`src/sv/bcs_pkg.sv`:
```
`timescale 1ns / 1ps
// ----------------------------------------------------------------------------
// bcs_pkg
// Shared types and codes for the bounding box candidate selector.
// ----------------------------------------------------------------------------
package bcs_pkg;

  // Selection mode codes
  typedef enum logic [1:0] {
    MODE_FIRST   = 2'd0,
    MODE_CLOSEST = 2'd1,
    MODE_AREA    = 2'd2,
    MODE_SCORE   = 2'd3
  } sel_mode_t;

  // Configuration register indexes
  localparam logic [1:0] CFG_SELECT_MODE  = 2'd0;
  localparam logic [1:0] CFG_FRAME_WIDTH  = 2'd1;
  localparam logic [1:0] CFG_FRAME_HEIGHT = 2'd2;

  localparam int unsigned MAX_FRAME_DIM = 8192;  // frame dimension clamp

  localparam int unsigned DimW  = 14;  // frame dimension / clipped size
  localparam int unsigned PosW  = 13;  // reported clipped origin
  localparam int unsigned Dist4W = 30; // full doubled-coordinate distance
  localparam int unsigned AreaW = 28;  // full clipped area

  // Candidate request as taken from the input channel
  typedef struct packed {
    logic signed [15:0] left;
    logic signed [15:0] top;
    logic [14:0]        width;
    logic [14:0]        height;
    logic               has_score;
    logic signed [31:0] score;
    logic               last;
  } cand_t;

  // Clipped candidate and its metrics
  typedef struct packed {
    logic               ok;
    logic [DimW-1:0]    x;
    logic [DimW-1:0]    y;
    logic [DimW-1:0]    w;
    logic [DimW-1:0]    h;
    logic [Dist4W-1:0]  d4;
    logic [AreaW-1:0]   area;
    logic               has_score;
    logic signed [31:0] score;
    logic               last;
  } metric_t;

  // Result request
  typedef struct packed {
    logic            found;
    logic [PosW-1:0] left;
    logic [PosW-1:0] top;
    logic [DimW-1:0] width;
    logic [DimW-1:0] height;
  } result_t;

endpackage

```
`src/sv/bcs_metric.sv`:
```
`timescale 1ns / 1ps
// ----------------------------------------------------------------------------
// bcs_metric
// Clips a candidate to the frame and registers its center distance and area.
// ----------------------------------------------------------------------------
module bcs_metric
  import bcs_pkg::*;
(
  input  logic            clk,
  input  logic            rst_n,
  input  logic            cand_valid,
  input  cand_t           cand,
  output logic            cand_ready,
  input  logic [DimW-1:0] frame_w,
  input  logic [DimW-1:0] frame_h,
  output logic            met_valid,
  output metric_t         met,
  input  logic            met_ready
);

  typedef struct packed {
    logic            ok;
    logic [DimW-1:0] start;
    logic [DimW-1:0] size;
  } axis_t;

  // Clip [lo, lo+len) to [0, lim)
  function automatic axis_t clip_axis(input logic signed [15:0] lo,
                                      input logic [14:0] len,
                                      input logic [DimW-1:0] lim);
    logic signed [17:0] a;
    logic signed [17:0] b;
    logic signed [17:0] l;
    logic signed [17:0] d;
    axis_t r;
    a = lo[15] ? 18'sd0 : $signed({2'b00, lo});
    b = $signed({{2{lo[15]}}, lo}) + $signed({3'b000, len});
    l = $signed({4'b0000, lim});
    if (b > l) begin
      b = l;
    end
    d = b - a;
    r.ok    = (b > a);
    r.start = r.ok ? a[DimW-1:0] : '0;
    r.size  = r.ok ? d[DimW-1:0] : '0;
    return r;
  endfunction

  axis_t              ax, ay;
  logic signed [16:0] dx, dy;
  logic signed [33:0] sqx, sqy;
  logic [AreaW-1:0]   area;
  metric_t            met_nxt;
  metric_t            met_r;
  logic               met_valid_r;

  always_comb begin
    ax   = clip_axis(cand.left, cand.width, frame_w);
    ay   = clip_axis(cand.top, cand.height, frame_h);
    // doubled offset of the box center from the frame center
    dx   = $signed({2'b00, ax.start, 1'b0}) + $signed({3'b000, ax.size})
           - $signed({3'b000, frame_w});
    dy   = $signed({2'b00, ay.start, 1'b0}) + $signed({3'b000, ay.size})
           - $signed({3'b000, frame_h});
    sqx  = dx * dx;
    sqy  = dy * dy;
    area = ax.size * ay.size;

    met_nxt.ok        = ax.ok && ay.ok;
    met_nxt.x         = ax.start;
    met_nxt.y         = ay.start;
    met_nxt.w         = ax.size;
    met_nxt.h         = ay.size;
    met_nxt.d4        = {1'b0, sqx[Dist4W-2:0]} + {1'b0, sqy[Dist4W-2:0]};
    met_nxt.area      = area;
    met_nxt.has_score = cand.has_score;
    met_nxt.score     = cand.score;
    met_nxt.last      = cand.last;
  end

  assign cand_ready = !met_valid_r || met_ready;

  always_ff @(posedge clk) begin
    if (!rst_n) begin
      met_valid_r <= 1'b0;
    end else if (cand_ready) begin
      met_valid_r <= cand_valid;
    end
  end

  always_ff @(posedge clk) begin
    if (cand_valid && cand_ready) begin
      met_r <= met_nxt;
    end
  end

  assign met_valid = met_valid_r;
  assign met       = met_r;

endmodule

```
`src/sv/bcs_select.sv`:
```
`timescale 1ns / 1ps
// ----------------------------------------------------------------------------
// bcs_select
// Compares each clipped candidate against the kept best and emits the result.
// ----------------------------------------------------------------------------
module bcs_select
  import bcs_pkg::*;
(
  input  logic      clk,
  input  logic      rst_n,
  input  sel_mode_t mode,
  input  logic      met_valid,
  input  metric_t   met,
  output logic      met_ready,
  output logic      out_valid,
  output result_t   out_data,
  input  logic      out_ready
);

  logic               have_best_r, have_scored_r;
  logic [27:0]        best_dist4_r;
  logic [26:0]        best_area_r;
  logic signed [31:0] best_score_r;
  logic [PosW-1:0]    best_x_r, best_y_r;
  logic [DimW-1:0]    best_w_r, best_h_r;

  logic      out_valid_r;
  result_t   out_data_r;

  logic      fire;
  logic      closer, take, set_scored;
  logic      have_best_nxt, have_scored_nxt;
  result_t   result_nxt;

  // hold a last request while the result register is still occupied
  assign met_ready = !met.last || !out_valid_r || out_ready;
  assign fire      = met_valid && met_ready;

  always_comb begin
    closer     = !have_best_r || (met.d4 < {2'b00, best_dist4_r});
    take       = 1'b0;
    set_scored = 1'b0;
    unique case (mode)
      MODE_FIRST: begin
        take = !have_best_r;
      end
      MODE_CLOSEST: begin
        take = closer;
      end
      MODE_AREA: begin
        take = !have_best_r || (met.area > {1'b0, best_area_r})
               || ((met.area == {1'b0, best_area_r}) && (met.d4 < {2'b00, best_dist4_r}));
      end
      MODE_SCORE: begin
        if (met.has_score) begin
          take = !have_scored_r || (met.score > best_score_r)
                 || ((met.score == best_score_r) && (met.d4 < {2'b00, best_dist4_r}));
          set_scored = take;
        end else begin
          take = !have_scored_r && closer;
        end
      end
    endcase
    take       = take && met.ok;
    set_scored = set_scored && met.ok;

    have_best_nxt   = have_best_r || take;
    have_scored_nxt = have_scored_r || set_scored;

    // zero the box when nothing was kept
    result_nxt.found  = have_best_nxt;
    result_nxt.left   = !have_best_nxt ? '0 : (take ? met.x[PosW-1:0] : best_x_r);
    result_nxt.top    = !have_best_nxt ? '0 : (take ? met.y[PosW-1:0] : best_y_r);
    result_nxt.width  = !have_best_nxt ? '0 : (take ? met.w : best_w_r);
    result_nxt.height = !have_best_nxt ? '0 : (take ? met.h : best_h_r);
  end

  always_ff @(posedge clk) begin
    if (!rst_n) begin
      have_best_r   <= 1'b0;
      have_scored_r <= 1'b0;
      out_valid_r   <= 1'b0;
    end else begin
      if (fire) begin
        have_best_r   <= met.last ? 1'b0 : have_best_nxt;
        have_scored_r <= met.last ? 1'b0 : have_scored_nxt;
      end
      if (fire && met.last) begin
        out_valid_r <= 1'b1;
      end else if (out_ready) begin
        out_valid_r <= 1'b0;
      end
    end
  end

  always_ff @(posedge clk) begin
    if (fire && take) begin
      best_dist4_r <= met.d4[27:0];
      best_area_r  <= met.area[26:0];
      best_x_r     <= met.x[PosW-1:0];
      best_y_r     <= met.y[PosW-1:0];
      best_w_r     <= met.w;
      best_h_r     <= met.h;
    end
    if (fire && set_scored) begin
      best_score_r <= met.score;
    end
    if (fire && met.last) begin
      out_data_r <= result_nxt;
    end
  end

  assign out_valid = out_valid_r;
  assign out_data  = out_data_r;

  a_scored_implies_best: assert property (@(posedge clk) disable iff (!rst_n)
    have_scored_r |-> have_best_r)
    else $error("scored flag set without a kept box");

  a_clear_after_last: assert property (@(posedge clk) disable iff (!rst_n)
    (fire && met.last) |=> (!have_best_r && !have_scored_r && out_valid_r))
    else $error("state not cleared or result missing after last request");

  a_empty_result_zero: assert property (@(posedge clk) disable iff (!rst_n)
    (out_valid_r && !out_data_r.found) |-> (out_data_r.width == '0 && out_data_r.height == '0))
    else $error("empty result carries a box");

  a_found_nonempty: assert property (@(posedge clk) disable iff (!rst_n)
    (out_valid_r && out_data_r.found) |-> (out_data_r.width != '0 && out_data_r.height != '0))
    else $error("found result with empty box");

endmodule

```
`src/sv/bbox_candidate_selector_core.sv`:
```
`timescale 1ns / 1ps
// ----------------------------------------------------------------------------
// bbox_candidate_selector_core
// Picks one clipped bounding box out of a stream of candidate boxes.
// ----------------------------------------------------------------------------
// Each candidate request is clipped to the frame (0,0,frame_width,frame_height);
// candidates that clip empty are dropped. The kept box is chosen by select_mode:
// first box, closest center, largest area (nearer wins ties) or highest score
// (scored boxes first, nearer wins ties, nearest unscored box as fallback).
// Center distance is exact, in doubled integer coordinates. On the request
// flagged last_candidate one result request leaves with found and the clipped
// box (all zero when nothing overlapped), and the kept state clears. The block
// takes one candidate every clock cycle unless the result channel holds back a
// last candidate; that one passes the input, metric and result registers. The
// kept best box is compared and updated in the select stage. A frame dimension
// above MAX_FRAME_DIM is clamped to it. Write configuration only while idle.
// ----------------------------------------------------------------------------
module bbox_candidate_selector_core
  import bcs_pkg::*;
(
  input  logic               clk,
  input  logic               rst_n,
  // configuration
  input  logic               cfg_wr_en,
  input  logic [1:0]         cfg_index,
  input  logic [13:0]        cfg_wdata,
  // candidate channel
  input  logic               in_valid,
  output logic               in_ready,
  input  logic signed [15:0] in_box_left,
  input  logic signed [15:0] in_box_top,
  input  logic [14:0]        in_box_width,
  input  logic [14:0]        in_box_height,
  input  logic               in_has_score,
  input  logic signed [31:0] in_score_value,
  input  logic               in_last_candidate,
  // result channel
  output logic               out_valid,
  input  logic               out_ready,
  output logic               out_found,
  output logic [12:0]        out_sel_left,
  output logic [12:0]        out_sel_top,
  output logic [13:0]        out_sel_width,
  output logic [13:0]        out_sel_height
);

  localparam logic [16:0] MaxDim = 17'(MAX_FRAME_DIM);

  sel_mode_t       select_mode_r;
  logic [DimW-1:0] frame_width_r, frame_height_r;
  logic [DimW-1:0] frame_w, frame_h;

  cand_t   cand_r;
  logic    cand_valid_r;
  logic    cand_ready;
  logic    met_valid, met_ready;
  metric_t met;
  result_t out_data;

  // configuration registers
  always_ff @(posedge clk) begin
    if (!rst_n) begin
      select_mode_r  <= MODE_CLOSEST;
      frame_width_r  <= 14'd1920;
      frame_height_r <= 14'd1080;
    end else if (cfg_wr_en) begin
      unique case (cfg_index)
        CFG_SELECT_MODE:  select_mode_r  <= sel_mode_t'(cfg_wdata[1:0]);
        CFG_FRAME_WIDTH:  frame_width_r  <= cfg_wdata;
        CFG_FRAME_HEIGHT: frame_height_r <= cfg_wdata;
        default: ;  // no register at this index, drop the write
      endcase
    end
  end

  // clamp oversized frame dimensions
  assign frame_w = ({3'b000, frame_width_r} > MaxDim) ? MaxDim[DimW-1:0] : frame_width_r;
  assign frame_h = ({3'b000, frame_height_r} > MaxDim) ? MaxDim[DimW-1:0] : frame_height_r;

  // input register: advance when the metric stage can take the request
  assign in_ready = !cand_valid_r || cand_ready;

  always_ff @(posedge clk) begin
    if (!rst_n) begin
      cand_valid_r <= 1'b0;
    end else if (in_ready) begin
      cand_valid_r <= in_valid;
    end
  end

  always_ff @(posedge clk) begin
    if (in_valid && in_ready) begin
      cand_r.left      <= in_box_left;
      cand_r.top       <= in_box_top;
      cand_r.width     <= in_box_width;
      cand_r.height    <= in_box_height;
      cand_r.has_score <= in_has_score;
      cand_r.score     <= in_score_value;
      cand_r.last      <= in_last_candidate;
    end
  end

  bcs_metric u_metric (
    .clk        (clk),
    .rst_n      (rst_n),
    .cand_valid (cand_valid_r),
    .cand       (cand_r),
    .cand_ready (cand_ready),
    .frame_w    (frame_w),
    .frame_h    (frame_h),
    .met_valid  (met_valid),
    .met        (met),
    .met_ready  (met_ready)
  );

  bcs_select u_select (
    .clk       (clk),
    .rst_n     (rst_n),
    .mode      (select_mode_r),
    .met_valid (met_valid),
    .met       (met),
    .met_ready (met_ready),
    .out_valid (out_valid),
    .out_data  (out_data),
    .out_ready (out_ready)
  );

  assign out_found      = out_data.found;
  assign out_sel_left   = out_data.left;
  assign out_sel_top    = out_data.top;
  assign out_sel_width  = out_data.width;
  assign out_sel_height = out_data.height;

endmodule

```
`config.mk`:
```
export PLATFORM = sky130hd
export DESIGN_NAME = bbox_candidate_selector_core
export DESIGN_NICKNAME = d
export VERILOG_FILES = /design/src/sv/bcs_pkg.sv /design/src/sv/bcs_metric.sv /design/src/sv/bcs_select.sv /design/src/sv/bbox_candidate_selector_core.sv
export SDC_FILE = /design/constraint.sdc
export NUM_CORES = 2
export LEC_CHECK = 0
export BUFFER_PORTS_ARGS = -buffer_cell sky130_fd_sc_hd__buf_4
export CAP_MARGIN = 30
export CORE_ASPECT_RATIO = 0.5
export CORE_MARGIN = 4
export CORE_UTILIZATION = 45
export CTS_CLUSTER_SIZE = 14
export DETAILED_ROUTE_END_ITERATION = 10
export PLACE_DENSITY_LB_ADDON = 0.08
export RECOVER_POWER = 50
export SKIP_CTS_REPAIR_TIMING = 1
export SLEW_MARGIN = 25
export SYNTH_ARGS = -nofsm -noshare
export SYNTH_HDL_FRONTEND = slang
export SYNTH_SLANG_ARGS = --single-unit
```
`constraint.sdc`:
```
create_clock -name clk -period 19.9 [get_ports clk]
set_clock_uncertainty 0.05 [all_clocks]
set_input_delay 3.98 -clock clk [delete_from_list [all_inputs] [get_ports clk]]
set_output_delay 3.98 -clock clk [all_outputs]
set_load 0.05 [all_outputs]
```
# After elaboration in Yosys (flattened, before gate mapping)

Index checks and enable logic that the tools add are counted.

Memories: 0
Register bits: 474
Bits of input ports: 117
Memory bits (writable): 0
Word-level logic and storage cells: 122
Bits in read-only memories: 0
Latch bits: 0

Equal/unequal tests: 7
$add $sub $neg: 9
Reductions and logical operators: 35
$mul: 3
Multiplexer cells: 22
Divide/modulo/power cells: 0
Shifts and indexed selects: 0
Bitwise operators: 0
Magnitude comparators: 9

Operator list:

| cell                   | count |
|---|---|
| $mux W14               | 8 |
| $mul A17 B17 Y29       | 2 |
| $gt A18 B15 Y1         | 2 |
| $gt A18 B16 Y1         | 2 |
| $mux W18               | 2 |
| $add A16 B16 Y17       | 2 |
| $sub A16 B14 Y17       | 2 |
| $add A15 B14 Y16       | 2 |
| $eq A32 B32 Y1         | 1 |
| $gt A32 B32 Y1         | 1 |
| $add A29 B29 Y30       | 1 |
| $lt A30 B28 Y1         | 1 |
| $mux W15               | 2 |
| $eq A28 B27 Y1         | 1 |
| $gt A14 B14 Y1 const B | 2 |
| $gt A28 B27 Y1         | 1 |
| $mul A14 B14 Y28       | 1 |
| $sub A14 B14 Y14       | 2 |
| $mux W13               | 2 |
| $logic_and A1 B1 Y1    | 12 |
| $logic_or A1 B1 Y1     | 11 |
| $mux W1                | 7 |
| $eq A2 B2 Y1 const B   | 3 |
| $logic_not A1 Y1       | 6 |
| other kinds (5)        | 9 |

# Longest topological paths before layout

Word-level depth: 10
Gate-level depth with buffers: 75
Depth with buffers taken out: 71

# Hierarchy

From an unflattened synthesis, not the netlist that was laid out.

Cell total of the unflattened synthesis: 4,697
Area, all modules: 48,785.5 sq um

By module, submodules not included:

| module                       | seq. area each (sq um) | times used | cells an instance | area each (sq um) |
|---|---|---|---|---|
| bcs_metric                   | 4,494.3                | 1          | 3,753             | 35,141.2 |
| bcs_select                   | 5,945.7                | 1          | 681               | 9,410.3 |
| bbox_candidate_selector_core | 3,503.4                | 1          | 263               | 4,234.1 |

# Least setup slack after synthesis

OpenSTA, ideal clock, no wires.

Kind: register to register
From: register cand_r[34] in the netlist's numbering
To: register u_metric.met_r, in the netlist u_metric.met[91], data pin
Setup slack: 4,574 ps
Setup time: 264 ps
Stages on the path, launching flop included: 75
Data arrival time: 15,012 ps
Required time: 19,586 ps
Path through: edfxtp_1 > ha_1 > fa_1 > a21oi_1 > nor2_1 > or3_1 > a21o_1 > a21oi_1 > xnor2_1 > ha_1 > nand4_1 > nor2_1 > a21oi_1 > o211ai_1 > a21o_1 > a21oi_1 > nor2b_1 > o21ai_0 > (+39 left out) > fa_1 > inv_1 > ha_1 > a21oi_1 > o21ai_0 > a31oi_1 > o21ai_0 > a21o_1 > a21oi_1 > xnor2_1 > ha_1 > a21o_1 > a21oi_1 > inv_1 > a22o_1 > a311oi_1 > o2bb2ai_1 > o21ai_0

RTL lines:

| what                 | RTL line                           | RTL |
|---|---|---|
| start, declared      | bbox_candidate_selector_core.sv:53 | `cand_t cand_r;` |
| end signal, assigned | bcs_metric.sv:93                   | `met_r <= met_nxt;` |
| end, declared        | bcs_metric.sv:54                   | `metric_t met_r;` |

==> results.py <==
metrics = {
    "drt": {
        "wire_per_inst_um": 19.23,
        "drt-pass1-iter-count": 5,
        "ant_nets": 0,
        "num_vias": 32970,
        "drc": 0,
        "drt-total-wl_um": 122700,
        "drt_iter0_drc": 2154,
        "via_per_inst": 5.166,
    },
    "grt": {
        "first_global_vias": 34820,
        "met3_usage": 0.03896,
        "overflow": 0,
        "grt_start_max_net_pins": 69,
        "top_usage_layer": "met2",
        "grt_usage": 0.2213,
        "antenna_found_initial": 2,
        "grt.met1_usage": 0.3063,
        "grt_pass1_wl_um": 195700,
        "grtUsageMet2": 0.3701,
    },
    "sta": {
        "fin_tns_setup_ns": 0,
        "period_share": 0.9261,
        "period_minus_slack_ns": 18.43,
        "tightest_slew_ns": 3.620,
        "maxSlewHeadroom": -1.413,
        "fmax_ghz": 0.05426,
        "rsz0062_at_grt": "false",
        "hold_viol": 0,
        "drv_slew": 196,
        "finalSetupViolations": 0,
    },
    "logic_synthesis": {
        "synth_top_cell_area_share": 0.2713,
        "yosys_warnings": 0,
        "synth-async-reset-ratio": 0,
        "synth.avg_cell_area_um2": 10.19,
        "synth_cells": 4768,
        "synth_area_um2": 48600,
        "ys_ff_latch": 474,
        "ys_top_cells_by_area": "edfxtp_1 (27%), fa_1 (26%), ha_1 (12%), inv_1 (7.9%), nand2_1 (3.8%)",
        "ys_seq_area_frac": 0.2857,
        "synth_edf_count": 439,
        "syn-num-nets": 5996,
        "synth_flop_cell": "edfxtp_1",
        "yosys.cell_types.count": 80,
        "synth_top_cell_by_area": "edfxtp_1",
    },
    "clock_tree": {
        "cts_max_path_buffers": 3,
        "clk_latency_ns": 0.67,
        "cts_htree_levels": 2,
        "root_buffer": "clkbuf_16",
        "clock-sinks": 474,
        "cts.clk_slew.worst_paths_ns": 0.07,
        "cts_buffers": 48,
        "cts_tree": "built",
    },
    "run": {
        "maxCapViolCount": 5,
    },
    "cells_and_area": {
        "multi_input_area_um2": 30420,
        "nNetsFinal": 6156,
        "fin_cells": 6382,
        "num_antenna_cells": 0,
        "area_delta_synth_final_pct": 9.148,
        "layout.filler_cells": 9841,
        "register_area_um2": 13880,
        "drive_above_1_share": 0.06367,
    },
    "floorplanning": {
        "ioPinCount": 174,
        "fp.dieW_um": 472.7,
        "rows": 84,
        "dieArea_um2": 113600,
        "die_h_um": 240.4,
        "coreArea_um2": 106000,
        "start_util": 0.4582,
    },
    "critical_path": {
        "worstPathMaxFanout": 17,
        "cp_slowest_cell": "xor2_1",
        "cpPeakStageDelay_ns": 0.76,
        "crit_path_frequent_cell": "fa_1",
        "crit_required_ns": 20.20,
        "cp-end-kind": "flip-flop",
        "cp-start-kind": "flip-flop",
        "worstPathArrival_ns": 18.73,
        "critPathKind": "flip-flop to flip-flop",
    },
    "outcome": {
        "status": "finished with violations",
        "violations": "max-capacitance violations, max-slew violations",
    },
    "place": {
        "dp_cells": 6294,
        "hpwl_um": 99480,
        "io_buffers": 173,
        "gp_congestion": 0.9244,
    },
    "worst_hold_path": {
        "hp-class": "flip-flop to flip-flop",
    },
}
[final timing paths]
check / slack (ns) / start / depth (start not counted) / end
setup / recovery: 1.47 / cand_r[34]$_DFFE_PP_ / 66 / u_metric.met[91]$_DFFE_PP_
hold / removal: 0.37 / cand_r[1]$_DFFE_PP_ / 0 / u_metric.met[1]$_DFFE_PP_
setup reg to reg: 1.47 / cand_r[34]$_DFFE_PP_ / 66 / u_metric.met[91]$_DFFE_PP_
hold reg to reg: 0.37 / cand_r[1]$_DFFE_PP_ / 0 / u_metric.met[1]$_DFFE_PP_
[cells in the final DEF, fill, tap and decap left out, drive strengths merged, types with 8 or more instances in the layout]
master / Yosys / routed
inv: 1021 / 1023
fa: 627 / 627
nand2: 495 / 495
ha: 484 / 484
edfxtp: 439 / 439
nor2: 315 / 315
clkbuf: 71 / 179
xnor2: 167 / 167
a21oi: 158 / 158
o21ai: 100 / 100
buf: 32 / 86
a21o: 76 / 76
mux2i: 66 / 66
nor2b: 64 / 64
nand2b: 63 / 63
xor2: 50 / 50
nand3: 43 / 43
and2: 42 / 42
nor3: 42 / 42
dfxtp: 35 / 35
clkinv: 11 / 34
nand4: 30 / 30
or2: 30 / 30
o21a: 27 / 27
a21boi: 25 / 25
or3: 23 / 23
a31oi: 22 / 22
and3: 21 / 21
o211ai: 20 / 20
a211oi: 20 / 20
o21bai: 20 / 20
mux2: 14 / 14
nor4: 12 / 12
nand3b: 9 / 9
o31ai: 9 / 9
a211o: 8 / 8
[cell type report]
class / count / area share
clock buffers: 52 / 0.02293
clock inverters: 33 / 0.007077
inverters: 1032 / 0.07303
multi-input cells: 3159 / 0.5734
repair buffers: 213 / 0.02828
well taps: 1419 / 0.03347
flip-flops and latches: 474 / 0.2618
[routing by layer]
| layer | vias to the layer above | wire length [um] | part of all wire |
|---|---|---|---|
| met1 | 16510 | 55330 | 0.45 |
| met4 | 0 | 2311 | 0.019 |
| li1 | 15600 | - | - |
| met3 | 141 | 7322 | 0.060 |
| met2 | 713 | 57760 | 0.47 |
| met5 | - | 0 | 0 |
[Yosys cell counts, types with 4 or more instances]
| library cell | number |
|---|---|
| nor2_1 | 314 |
| a211oi_1 | 20 |
| inv_1 | 1019 |
| clkinv_1 | 11 |
| nor3_1 | 40 |
| a221oi_1 | 4 |
| edfxtp_1 | 439 |
| nand3b_1 | 9 |
| a21oi_1 | 157 |
| or3_1 | 23 |
| a31oi_1 | 22 |
| o211ai_1 | 20 |
| ha_1 | 484 |
| a311oi_1 | 6 |
| xnor2_1 | 167 |
| and4_1 | 4 |
| fa_1 | 627 |
| mux2i_1 | 66 |
| a21o_1 | 76 |
| clkbuf_1 | 71 |
| o31ai_1 | 8 |
| o41ai_1 | 5 |
| a21boi_0 | 25 |
| nor3b_1 | 5 |
| o21bai_1 | 20 |
| nand3_1 | 43 |
| nand2b_1 | 63 |
| xor2_1 | 50 |
| nor2b_1 | 64 |
| buf_2 | 20 |
| o21a_1 | 27 |
| a211o_1 | 8 |
| nand4_1 | 30 |
| dfxtp_1 | 35 |
| nor4_1 | 12 |
| mux2_2 | 14 |
| o21ai_0 | 97 |
| and2_1 | 42 |
| o31a_1 | 4 |
| and3_1 | 21 |
| nand2_1 | 495 |
| or2_2 | 29 |
| buf_6 | 6 |
[critical path: cells and delay by family (launching register included)]
family	cells	cell delay (ns)
fa+ha+maj	16	6.37
buf+inv	5	0.50
simple gates	13	2.30
compound gates	28	7.01
xor+xnor	3	1.10
flops	1	0.37
mux	1	0.41
[kinds of logic after synthesis]
group,Yosys count,synth area share
AND/OR/NAND/NOR,1205,0.1124
buffers and inverters,1135,0.08934
adder cells (fa/ha/maj),1111,0.3829
AO/OA/AOI/OAI,546,0.07374
flip-flops,474,0.2857
XOR/XNOR,217,0.03911
multiplexers,80,0.01684
[registers in the layout (all words and copies together), names as in the netlist]
name                    flops
frame_height_r             14
u_select.best_x_r          13
u_select.best_h_r          14
u_select.have_scored_r      1
u_select.best_score_r      32
frame_width_r              14
u_select.out_data          55
u_select.have_best_r        1
u_metric.met              147
u_select.out_valid          1
u_select.best_area_r       27
u_select.best_w_r          14
u_metric.met_valid          1
cand_r                     96
cand_valid_r                1
select_mode_r               2
u_select.best_dist4_r      28
u_select.best_y_r          13
[metrics by stage]
stage	hold WS (ns)	setup WS, ns	area (um^2)	util
after global routing	0.3716	0.06035	53040	0.5002
after global placement	0.3525	1.990	51540	0.4860
final	0.3689	1.470	53040	0.5002
after detailed placement	0.3545	1.777	51540	0.4860
after floorplan	0.3503	4.574	48600	-
after CTS	0.3699	1.697	53130	0.5011
Power is not shown: default switching activity piles up to over one toggle a cycle in this logic, so the estimate is an artifact.
